`src/design/bpc_pkg.sv`:
```
// Shared types and constants of the button press classifier.
// No dependencies; every other design file depends on this package.
package bpc_pkg;

  localparam int unsigned TimeW  = 32;
  localparam int unsigned MsW    = 16;
  localparam int unsigned ShiftW = 8;
  localparam int unsigned CfgIdxW  = 3;
  localparam int unsigned CfgDataW = 16;

  // Configuration register indexes.
  typedef enum logic [CfgIdxW-1:0] {
    CFG_DEBOUNCE_MS   = 3'd0,
    CFG_LONG_PRESS_MS = 3'd1,
    CFG_REPEAT_MS     = 3'd2,
    CFG_SHORT_SHIFT   = 3'd3,
    CFG_LONG_SHIFT    = 3'd4
  } bpc_cfg_idx_e;

  localparam logic [MsW-1:0]    DebounceRst   = 16'd50;
  localparam logic [MsW-1:0]    LongPressRst  = 16'd500;
  localparam logic [MsW-1:0]    RepeatRst     = 16'd200;
  localparam logic [ShiftW-1:0] ShortShiftRst = 8'sd1;
  localparam logic [ShiftW-1:0] LongShiftRst  = 8'sd1;

  typedef struct packed {
    logic [MsW-1:0]           debounce_ms;
    logic [MsW-1:0]           long_press_ms;
    logic [MsW-1:0]           repeat_interval_ms;
    logic signed [ShiftW-1:0] short_shift;
    logic signed [ShiftW-1:0] long_shift;
  } bpc_cfg_t;

  typedef struct packed {
    logic                     event_valid;
    logic signed [ShiftW-1:0] shift_count;
  } bpc_res_t;

endpackage

```
`src/design/bpc_poll_if.sv`:
```
// Valid/ready channel carrying one poll of the button.
// Depends on bpc_pkg for field widths.
interface bpc_poll_if;
  logic                       valid;
  logic                       ready;
  logic                       raw_level;
  logic [bpc_pkg::TimeW-1:0]  now_ms;

  modport source (output valid, output raw_level, output now_ms, input ready);
  modport sink   (input valid, input raw_level, input now_ms, output ready);
endinterface

```
`src/design/bpc_event_if.sv`:
```
// Valid/ready channel carrying one classification result.
// Depends on bpc_pkg for field widths.
interface bpc_event_if;
  logic                              valid;
  logic                              ready;
  logic                              event_valid;
  logic signed [bpc_pkg::ShiftW-1:0] shift_count;

  modport source (output valid, output event_valid, output shift_count, input ready);
  modport sink   (input valid, input event_valid, input shift_count, output ready);
endinterface

```
`src/design/bpc_cfg_regs.sv`:
```
// Configuration register bank of the button press classifier.
// Depends on bpc_pkg for register indexes, reset values and bpc_cfg_t.
module bpc_cfg_regs (
  input  logic                             clk_i,
  input  logic                             rst_ni,
  input  logic                             cfg_we_i,
  input  logic [bpc_pkg::CfgIdxW-1:0]      cfg_idx_i,
  input  logic [bpc_pkg::CfgDataW-1:0]     cfg_wdata_i,
  output bpc_pkg::bpc_cfg_t                cfg_o
);
  import bpc_pkg::*;

  bpc_cfg_t cfg_q;

  always_ff @(posedge clk_i or negedge rst_ni) begin
    if (!rst_ni) begin
      cfg_q.debounce_ms        <= DebounceRst;
      cfg_q.long_press_ms      <= LongPressRst;
      cfg_q.repeat_interval_ms <= RepeatRst;
      cfg_q.short_shift        <= ShortShiftRst;
      cfg_q.long_shift         <= LongShiftRst;
    end else if (cfg_we_i) begin
      case (cfg_idx_i)
        CFG_DEBOUNCE_MS:   cfg_q.debounce_ms        <= cfg_wdata_i;
        CFG_LONG_PRESS_MS: cfg_q.long_press_ms      <= cfg_wdata_i;
        CFG_REPEAT_MS:     cfg_q.repeat_interval_ms <= cfg_wdata_i;
        CFG_SHORT_SHIFT:   cfg_q.short_shift        <= cfg_wdata_i[ShiftW-1:0];
        CFG_LONG_SHIFT:    cfg_q.long_shift         <= cfg_wdata_i[ShiftW-1:0];
        default: ;
      endcase
    end
  end

  assign cfg_o = cfg_q;

endmodule

```
`src/design/bpc_core.sv`:
```
// Debounce and press classification state with its next-state logic.
// Depends on bpc_pkg; the state advances by one poll whenever adv_i is high.
module bpc_core (
  input  logic                        clk_i,
  input  logic                        rst_ni,
  input  logic                        adv_i,
  input  logic                        raw_level_i,
  input  logic [bpc_pkg::TimeW-1:0]   now_ms_i,
  input  bpc_pkg::bpc_cfg_t           cfg_i,
  output bpc_pkg::bpc_res_t           res_o
);
  import bpc_pkg::*;

  logic             prev_raw_q, stable_q, long_q;
  logic [TimeW-1:0] bounce_q, press_q, repeat_q;
  logic             stable_d, long_d;
  logic [TimeW-1:0] bounce_d, press_d, repeat_d;

  logic             raw_moved, change, press_edge, release_edge, long_mid;
  logic             short_fire, long_fire, rep_fire;
  logic [TimeW-1:0] bounce_diff, press_diff, press_diff_old, repeat_diff;
  logic [TimeW-1:0] debounce_w, long_press_w, repeat_w;

  always_comb begin
    debounce_w   = {{(TimeW-MsW){1'b0}}, cfg_i.debounce_ms};
    long_press_w = {{(TimeW-MsW){1'b0}}, cfg_i.long_press_ms};
    repeat_w     = {{(TimeW-MsW){1'b0}}, cfg_i.repeat_interval_ms};

    // A raw level change restarts the bounce window at the current time.
    raw_moved   = (raw_level_i != prev_raw_q);
    bounce_d    = raw_moved ? now_ms_i : bounce_q;
    bounce_diff = raw_moved ? '0 : (now_ms_i - bounce_q);

    change       = (bounce_diff > debounce_w) && (raw_level_i != stable_q);
    stable_d     = change ? raw_level_i : stable_q;
    press_edge   = change && !raw_level_i;
    release_edge = change && raw_level_i;

    press_diff_old = now_ms_i - press_q;
    short_fire     = release_edge && !long_q && (press_diff_old >= debounce_w);

    long_mid   = change ? 1'b0 : long_q;
    press_d    = press_edge ? now_ms_i : press_q;
    press_diff = press_edge ? '0 : press_diff_old;
    long_fire  = !stable_d && !long_mid && (press_diff > long_press_w);
    long_d     = long_fire | long_mid;

    // Repeats only run on a long press already active before this poll.
    repeat_diff = now_ms_i - repeat_q;
    rep_fire    = !change && !stable_q && long_q && (repeat_diff >= repeat_w);
    repeat_d    = (long_fire || rep_fire) ? now_ms_i : repeat_q;

    res_o.event_valid = short_fire | long_fire | rep_fire;
    if (short_fire) begin
      res_o.shift_count = cfg_i.short_shift;
    end else if (long_fire || rep_fire) begin
      res_o.shift_count = cfg_i.long_shift;
    end else begin
      res_o.shift_count = '0;
    end
  end

  always_ff @(posedge clk_i or negedge rst_ni) begin
    if (!rst_ni) begin
      prev_raw_q <= 1'b1;
      stable_q   <= 1'b1;
      long_q     <= 1'b0;
      bounce_q   <= '0;
      press_q    <= '0;
      repeat_q   <= '0;
    end else if (adv_i) begin
      prev_raw_q <= raw_level_i;
      stable_q   <= stable_d;
      long_q     <= long_d;
      bounce_q   <= bounce_d;
      press_q    <= press_d;
      repeat_q   <= repeat_d;
    end
  end

endmodule

```
`src/design/button_press_classifier_top.sv`:
```
// Top level of the button press classifier: poll register, core, result register.
// Depends on bpc_pkg, bpc_poll_if, bpc_event_if, bpc_cfg_regs and bpc_core.
//
// Takes one poll (raw active-low button level and a 32-bit millisecond
// timestamp) per clock cycle while the result side does not stall, and returns
// exactly one result per poll, telling whether that poll produced a short, long
// or repeat press event and its configured shift count. A poll is held in an
// input register and classified against the debounce state once the result
// register is free; its result is captured in the output register together
// with the state update of that poll, and is offered from then on, so polls
// may follow each other every cycle while results are taken. Stalls on the
// result side back up through the two registers. Configuration writes are to
// be made only while no poll is in flight.
module button_press_classifier_top (
  input  logic                             clk_i,
  input  logic                             rst_ni,
  input  logic                             cfg_we_i,
  input  logic [bpc_pkg::CfgIdxW-1:0]      cfg_idx_i,
  input  logic [bpc_pkg::CfgDataW-1:0]     cfg_wdata_i,
  bpc_poll_if.sink                         poll_i,
  bpc_event_if.source                      event_o
);
  import bpc_pkg::*;

  logic             in_valid_q, out_valid_q;
  logic             raw_q;
  logic [TimeW-1:0] now_q;
  bpc_res_t         res_d, res_q;
  bpc_cfg_t         cfg;
  logic             adv;

  // The core advances when a poll is held and the result register is free.
  assign adv          = in_valid_q && (!out_valid_q || event_o.ready);
  assign poll_i.ready = !in_valid_q || adv;

  always_ff @(posedge clk_i or negedge rst_ni) begin
    if (!rst_ni) begin
      in_valid_q  <= 1'b0;
      out_valid_q <= 1'b0;
    end else begin
      if (poll_i.ready) begin
        in_valid_q <= poll_i.valid;
      end
      if (adv) begin
        out_valid_q <= 1'b1;
      end else if (event_o.ready) begin
        out_valid_q <= 1'b0;
      end
    end
  end

  always_ff @(posedge clk_i) begin
    if (poll_i.valid && poll_i.ready) begin
      raw_q <= poll_i.raw_level;
      now_q <= poll_i.now_ms;
    end
    if (adv) begin
      res_q <= res_d;
    end
  end

  bpc_cfg_regs u_cfg (
    .clk_i       (clk_i),
    .rst_ni      (rst_ni),
    .cfg_we_i    (cfg_we_i),
    .cfg_idx_i   (cfg_idx_i),
    .cfg_wdata_i (cfg_wdata_i),
    .cfg_o       (cfg)
  );

  bpc_core u_core (
    .clk_i       (clk_i),
    .rst_ni      (rst_ni),
    .adv_i       (adv),
    .raw_level_i (raw_q),
    .now_ms_i    (now_q),
    .cfg_i       (cfg),
    .res_o       (res_d)
  );

  assign event_o.valid       = out_valid_q;
  assign event_o.event_valid = res_q.event_valid;
  assign event_o.shift_count = res_q.shift_count;

endmodule
```
`src/flat_wrapper.sv`:
```
// flat-port wrapper written by rule: the top's interface ports become plain ports
module button_press_classifier_top_flat import bpc_pkg::*;
  (clk_i, rst_ni, cfg_we_i, cfg_idx_i, cfg_wdata_i, poll_i_valid, poll_i_raw_level, poll_i_now_ms, poll_i_ready, event_o_valid, event_o_event_valid, event_o_shift_count, event_o_ready);
  bpc_poll_if poll_i_i ();
  bpc_event_if event_o_i ();
  input  logic clk_i;
  input  logic rst_ni;
  input  logic cfg_we_i;
  input  logic [bpc_pkg::CfgIdxW-1:0] cfg_idx_i;
  input  logic [bpc_pkg::CfgDataW-1:0] cfg_wdata_i;
  input wire logic [$bits(poll_i_i.valid)-1:0] poll_i_valid;
  input wire logic [$bits(poll_i_i.raw_level)-1:0] poll_i_raw_level;
  input wire logic [$bits(poll_i_i.now_ms)-1:0] poll_i_now_ms;
  output wire logic [$bits(poll_i_i.ready)-1:0] poll_i_ready;
  output wire logic [$bits(event_o_i.valid)-1:0] event_o_valid;
  output wire logic [$bits(event_o_i.event_valid)-1:0] event_o_event_valid;
  output wire logic [$bits(event_o_i.shift_count)-1:0] event_o_shift_count;
  input wire logic [$bits(event_o_i.ready)-1:0] event_o_ready;
  assign poll_i_i.valid = poll_i_valid;
  assign poll_i_i.raw_level = poll_i_raw_level;
  assign poll_i_i.now_ms = poll_i_now_ms;
  assign poll_i_ready = poll_i_i.ready;
  assign event_o_valid = event_o_i.valid;
  assign event_o_event_valid = event_o_i.event_valid;
  assign event_o_shift_count = event_o_i.shift_count;
  assign event_o_i.ready = event_o_ready;
  button_press_classifier_top u_core (.clk_i(clk_i), .rst_ni(rst_ni), .cfg_we_i(cfg_we_i), .cfg_idx_i(cfg_idx_i), .cfg_wdata_i(cfg_wdata_i), .poll_i(poll_i_i), .event_o(event_o_i));
endmodule
```
`config.mk`:
```
export PLATFORM = sky130hd
export DESIGN_NAME = button_press_classifier_top_flat
export DESIGN_NICKNAME = d
export VERILOG_FILES = /design/src/design/bpc_pkg.sv /design/src/design/bpc_poll_if.sv /design/src/design/bpc_event_if.sv /design/src/design/bpc_cfg_regs.sv /design/src/design/bpc_core.sv /design/src/design/button_press_classifier_top.sv /design/src/flat_wrapper.sv
export SDC_FILE = /design/constraint.sdc
export NUM_CORES = 1
export LEC_CHECK = 0
export ABC_AREA = 1
export BUFFER_PORTS_ARGS = -buffer_cell sky130_fd_sc_hd__buf_4
export CAP_MARGIN = 20
export CORE_MARGIN = 1.5
export CORE_UTILIZATION = 25
export CTS_CLUSTER_DIAMETER = 120
export CTS_CLUSTER_SIZE = 14
export DETAILED_ROUTE_END_ITERATION = 10
export REMOVE_ABC_BUFFERS = 1
export SETUP_SLACK_MARGIN = 0.4
export SLEW_MARGIN = 30
export SYNTH_ARGS = -nofsm -noshare
export SYNTH_HDL_FRONTEND = slang
export SYNTH_HIERARCHICAL = 1
export SYNTH_SLANG_ARGS = --single-unit
```
`constraint.sdc`:
```
create_clock -name clk_i -period 10.42 [get_ports clk_i]
set_input_delay 0 -clock clk_i [delete_from_list [all_inputs] [get_ports clk_i]]
set_output_delay 0 -clock clk_i [all_outputs]
set_load 0.01 [all_outputs]
```
### After elaboration in Yosys (flattened, before gate mapping)

Cells that the tools add are included.

* register bits after elaboration: 207
* input port bits: 57
* output and inout bits: 11
* logic and storage cells: 74

* eq/ne operators: 6
* reduce and logical (&&, ||, !) cells: 33
* bitwise gates (word level): 3
* mux-type cells: 8
* order comparisons: 4
* add/sub/neg operators: 3

Operators with widths (number)
* $sub A32 B32 Y32: 3
* $ge A32 B16 Y1: 2
* $gt A32 B16 Y1: 2
* $mux W32: 2
* $mux W8: 2
* $reduce_and A2 Y1: 8
* $logic_and A1 B1 Y1: 12
* $logic_not A1 Y1: 8
* $eq A3 B2 Y1 const B: 2
* $mux W1: 4
* $eq A3 B1 Y1 const B: 1
* $eq A3 B3 Y1 const B: 1
* $logic_not A3 Y1: 1
* $logic_or A1 B1 Y1: 3
* $or A1 B1 Y1: 3
* $ne A1 B1 Y1: 2
* $reduce_bool A2 Y1: 1

### Longest topological paths before layout

* word-level depth: 11
* gate-level depth with buffers: 40
* mapped depth without buffers: 38

### Cells and area by module

The synthesis kept the hierarchy.

Modules (own cells, without submodules)
* bpc_core: times used 1, area an instance 12758.5 µm², cells each 2149
* bpc_cfg_regs: times used 1, area an instance 2612.5 µm², cells each 287
* button_press_classifier_top: times used 1, area an instance 1356.3 µm², cells each 54

### Worst setup path before layout

OpenSTA, ideal clock, no wires.

* kind: register to register
* start: register u_core.now_q[1]
* end: register u_core.res_q, in the netlist u_core/event_o.shift_count[1], data pin
* slack: 5.887 ns
* period minus slack after synthesis: 4.533 ns
* data required time: 10.165 ns
* data arrival time: 4.277 ns
* stages on the path, launching flop included: 34
* path through: edfxtp_1 inv_1 fa_1 inv_1 nand3_1 nand3_2 nand2_1 nand2_2 xnor2_1 nor2_1 ha_1 nand2_1 nor3_1 nand2_1 nand2_1 nand2_1 inv_1 nor2_2 nand3_4 nand3_4 clkbuf_1 nand2_1 inv_1 ha_1 nand4_1 nor4_1 nand2_1 o21ai_0 nand2_2 nand3_4 nand2_4 buf_4 nand2_1 nand2_1

RTL lines
* start: declaration: RTL line button_press_classifier_top.sv:27 `logic [TimeW-1:0] now_q;`
* start signal: assignment: RTL line button_press_classifier_top.sv:55 `now_q <= poll_i.now_ms;`
* end signal: assignment: RTL line button_press_classifier_top.sv:58 `res_q <= res_d;`
* end: declaration: RTL line button_press_classifier_top.sv:28 `bpc_res_t res_d, res_q;`

### Worst setup path after layout

* start: register u_core.now_q[5]
* end: register u_core.u_core.repeat_q[21]

* word-level cells in the longest chain between the ends: 10
* elaborated cells on any way between the ends: 22

RTL lines
* $sub A32 B32 Y32: RTL line bpc_core.sv:32 `bounce_diff = raw_moved ? '0 : (now_ms_i - bounce_q);`
* $mux W32: RTL line bpc_core.sv:32
* $gt A32 B16 Y1: RTL line bpc_core.sv:34 `change = (bounce_diff > debounce_w) && (raw_level_i != stable_q);`
* $logic_and A1 B1 Y1: RTL line bpc_core.sv:34
* $logic_and A1 B1 Y1, or another cell as far along: RTL line bpc_core.sv:36 `press_edge = change && !raw_level_i;`
* $mux W32, or another cell as far along: RTL line bpc_core.sv:44 `press_diff = press_edge ? '0 : press_diff_old;`
* $gt A32 B16 Y1, or another cell as far along: RTL line bpc_core.sv:45 `long_fire = !stable_d && !long_mid && (press_diff > long_press_w);`
* $logic_and A1 B1 Y1, on equally long branches: RTL line bpc_core.sv:45, bpc_core.sv:50
* $logic_or A1 B1 Y1 *: RTL line bpc_core.sv:51 `repeat_d = (long_fire || rep_fire) ? now_ms_i : repeat_q;`
* $reduce_and A2 Y1 (no line) *
* end signal: assignment: RTL line bpc_core.sv:77 `repeat_q <= repeat_d;`
* end: declaration: RTL line bpc_core.sv:15 `logic [TimeW-1:0] bounce_q, press_q, repeat_q;`

Every way passes the cells marked *; elsewhere a longest branch is shown, timed or not.
A chain may end at the register's enable or synchronous reset.

==> key figures <==
Worst setup path
  – WS Path Type: flop to flop
  – Most used cell, CP: nand2_1
  – Crit end category: flop
  – Worst R2R End: u_core/u_core/repeat_q[21]
  – CP max-delay cell: edfxtp_1
  – Worst reg2reg path depth: 31
  – Max stage delay on crit path: 0.55 ns
  – Worst setup startpoint: u_core/now_q[5]
  – CP Data Arrival Time: 6.37 ns
  – Worst path required time: 10.83 ns
  – CP Max Fanout: 41
  – Reg2Reg Setup Slack: 4.46 ns
  – FF-to-FF Start: u_core/now_q[5]
  – Crit path launch type: flop

Drt
  – First-pass iteration count of the detailed router: 8
  – DRC: 3
  – Detailed Route WL: 54.8 mm
  – ANT nets after route: 0
  – Vias: 16300
  – Detailed-route vias per instance: 4.68
  – Drt wl/cell: 15.7 um
  – Initial detailed-routing violation count: 1302

Status
  – Status: complete, but fails checks
  – Violated checks: DRC

Clocking
  – Clk root buf: clkbuf_16
  – Clock buffer depth: 3
  – Number of buffers created by CTS: 19
  – Worst skew pair latency: 0.53 ns
  – Post-CTS Setup Inserts: 0
  – Clk sink count: 207
  – Depth of the CTS H-tree: 1
  – Post-CTS Hold Fix Bufs: 68
  – CTS tree: yes
  – Post-CTS sizing: 0
  – Clock-pin slew on the worst setup and hold paths: 0.07 ns

Placed design
  – HPWL Detailed: 43.6 mm
  – Routability cong.: 0.976
  – Placed Instances: 3390
  – Placed Area: 18200 sq um
  – PortBufs: 67

Final layout
  – Antenna Cells: 0
  – Share of layout cells above drive strength 1: 0.0658
  – Commonest non-fill, non-tap cell in the layout: nand2_1
  – Final instance area: 19400 sq um
  – Area Overhead vs Synth: 15.9%
  – Final std cells w/o fill: 3492
  – Final net count: 2832
  – Commonest cells after routing, fill and taps aside: 856 x nand2_1, 402 x inv_1, 196 x nand3_1, 174 x nor2_1, 157 x ha_1
  – # fillers: 7263

GRT
  – GRT Total Usage: 0.161
  – Global route total overflow: 0
  – Initial antenna violation count: 0
  – Vias in the first global route: 15900
  – First-pass GRT wire length: 86.3 mm
  – Largest net degree at the start of global routing: 65

Timing
  – Endpoints failing setup: 0
  – Skew final: 0.0229 ns
  – Final Hold Fails: 0
  – Slew Limit Fails: 0
  – Worst slew pin tran: 0.768 ns
  – Peak Freq: 168 MHz
  – RSZ-0062 raised after global routing: no
  – Relative slew slack: 0.488
  – Setup TNS: 0 ns
  – Final period util: 0.572
  – Minimum clock period: 5.96 ns

Worst hold path
  – Hold WC Path Type: input pin to async pin

Job
  – Maximum Capacitance Violations: 0

Die
  – Row count: 94
  – Chip Width: 262 um
  – Starting Density: 0.254
  – Ports: 68
  – Floorplan Core Area: 66000 sq um
  – Die area: 68500 sq um
  – Die Height: 262 um

Synthesis
  – Cell variety after synth: 47
  – Mapped Cells: 2490
  – EDFF count, synth: 42
  – Yosys warns: 6
  – Number of synthesized register bits: 207
  – Seq/Total Area, Yosys: 0.323
  – Main synth FF type: dfrtp_1
  – Syn avg cell area: 6.72 sq um
  – Mapped Area: 16700 sq um
  – Synth async-reset ratio: 0.797

Pwr
  – Worst VDD drop: 0.107 mV
  – Static Leak: 10.2 nW
  – Total power: 5.07 mW
  – Pwr dens: 261 nW/um^2
where the power goes:
| group | internal (mW) | total (mW) | switching, mW |
|---|---|---|---|
| combinational | 1.09 | 3.17 | 2.08 |
| sequential | 1.07 | 1.21 | 0.147 |
| clock | 0.352 | 0.681 | 0.329 |
critical path, delay by kind of cell (launching register included):
kind / cells / cell delay [ns]
AND/OR/NAND/NOR: 23 / 3.81
adder cells (fa/ha/maj): 3 / 0.93
flip-flops: 1 / 0.55
AO/OA/AOI/OAI: 4 / 0.47
buffers and inverters: 1 / 0.04
per-stage QoR:
step,hold slack [ns],worst slack (ns),util
2_1_floorplan,-0.296,5.50,-
3_3_place_gp,0.0288,4.60,0.275
3_5_place_dp,0.0240,4.56,0.275
4_1_cts,0.0107,4.52,0.294
5_1_grt,0.0491,3.86,0.294
6_report,0.0243,4.46,0.294
state kept, by name, summed over array words and instances (netlist names):
signal	cells
u_core/u_cfg/cfg_o	64
u_core/now_q	32
u_core/u_core/bounce_q	32
u_core/u_core/press_q	32
u_core/u_core/repeat_q	32
u_core/event_o.shift_count	8
u_core/event_o.event_valid	1
u_core/event_o.valid	1
u_core/in_valid_q	1
u_core/raw_q	1
u_core/u_core/long_q	1
u_core/u_core/prev_raw_q	1
u_core/u_core/stable_q	1
cells by family after synthesis:
family | share of synthesized area
and+or+nand+nor | 0.338
buffers and inverters | 0.109
AOI/OAI and AO/OA | 0.0889
DFF | 0.323
adders and majority gates | 0.121
xor gates and xnor gates | 0.0199
synth_stat cells, drive strengths merged (2+ instances only):
library cell	instances	area share
xor2	33	0.017
nand4	41	0.015
nor3	24	0.0078
dfrtp	149	0.22
a211oi	2	0.00090
nor4	6	0.0022
o211ai	3	0.0016
a31oi	2	0.00075
ha	157	0.12
buf	21	0.0095
dfstp	16	0.025
nand3	203	0.064
nand3b	8	0.0036
a21o	7	0.0031
o21a	4	0.0018
o21bai	8	0.0036
a21oi	119	0.036
clkinv	2	0.00045
xnor2	5	0.0026
inv	424	0.095
and2	3	0.0011
nand2	871	0.20
fa	3	0.0036
o21ai	131	0.039
or2	2	0.00075
nor2	183	0.044
clkbuf	17	0.0038
edfxtp	42	0.075
metal layers:
metal | track usage | routed length (um) | vias to the layer above | part of all wire
li1 | - | - | 8150 | -
met1 | 0.215 | 24900 | 7617 | 0.45
met2 | 0.267 | 24800 | 457 | 0.45
met3 | 0.0169 | 2860 | 102 | 0.052
met4 | 0.0627 | 2200 | 0 | 0.040
met5 | 0 | 0 | - | 0
worst max path at each step:
stage                                 endpoint  slack [ns]  depth (start not counted)
CTS                 u_core/u_core/repeat_q[21]        4.52                         31
finish              u_core/u_core/repeat_q[21]        4.46                         31
global placement     u_core/u_core/repeat_q[0]        4.60                         33
global route        u_core/u_core/repeat_q[17]        3.86                         33
detailed placement  u_core/u_core/repeat_q[21]        4.56                         31
floorplan             u_core/u_core/press_q[0]        5.50                          3
final cells by class:
cell class              instances  area [sq um]  share of cell area
inverters                     426          1600              0.0824
clock buffers                  31           531              0.0274
repair buffers                142          1230              0.0637
multi-input cells            1819          9510               0.490
flip-flops and latches        207          5410               0.279
well taps                     864          1080              0.0557
clock inverters                 3          30.0             0.00155
Note: power is estimated with default switching activity, not from simulation.
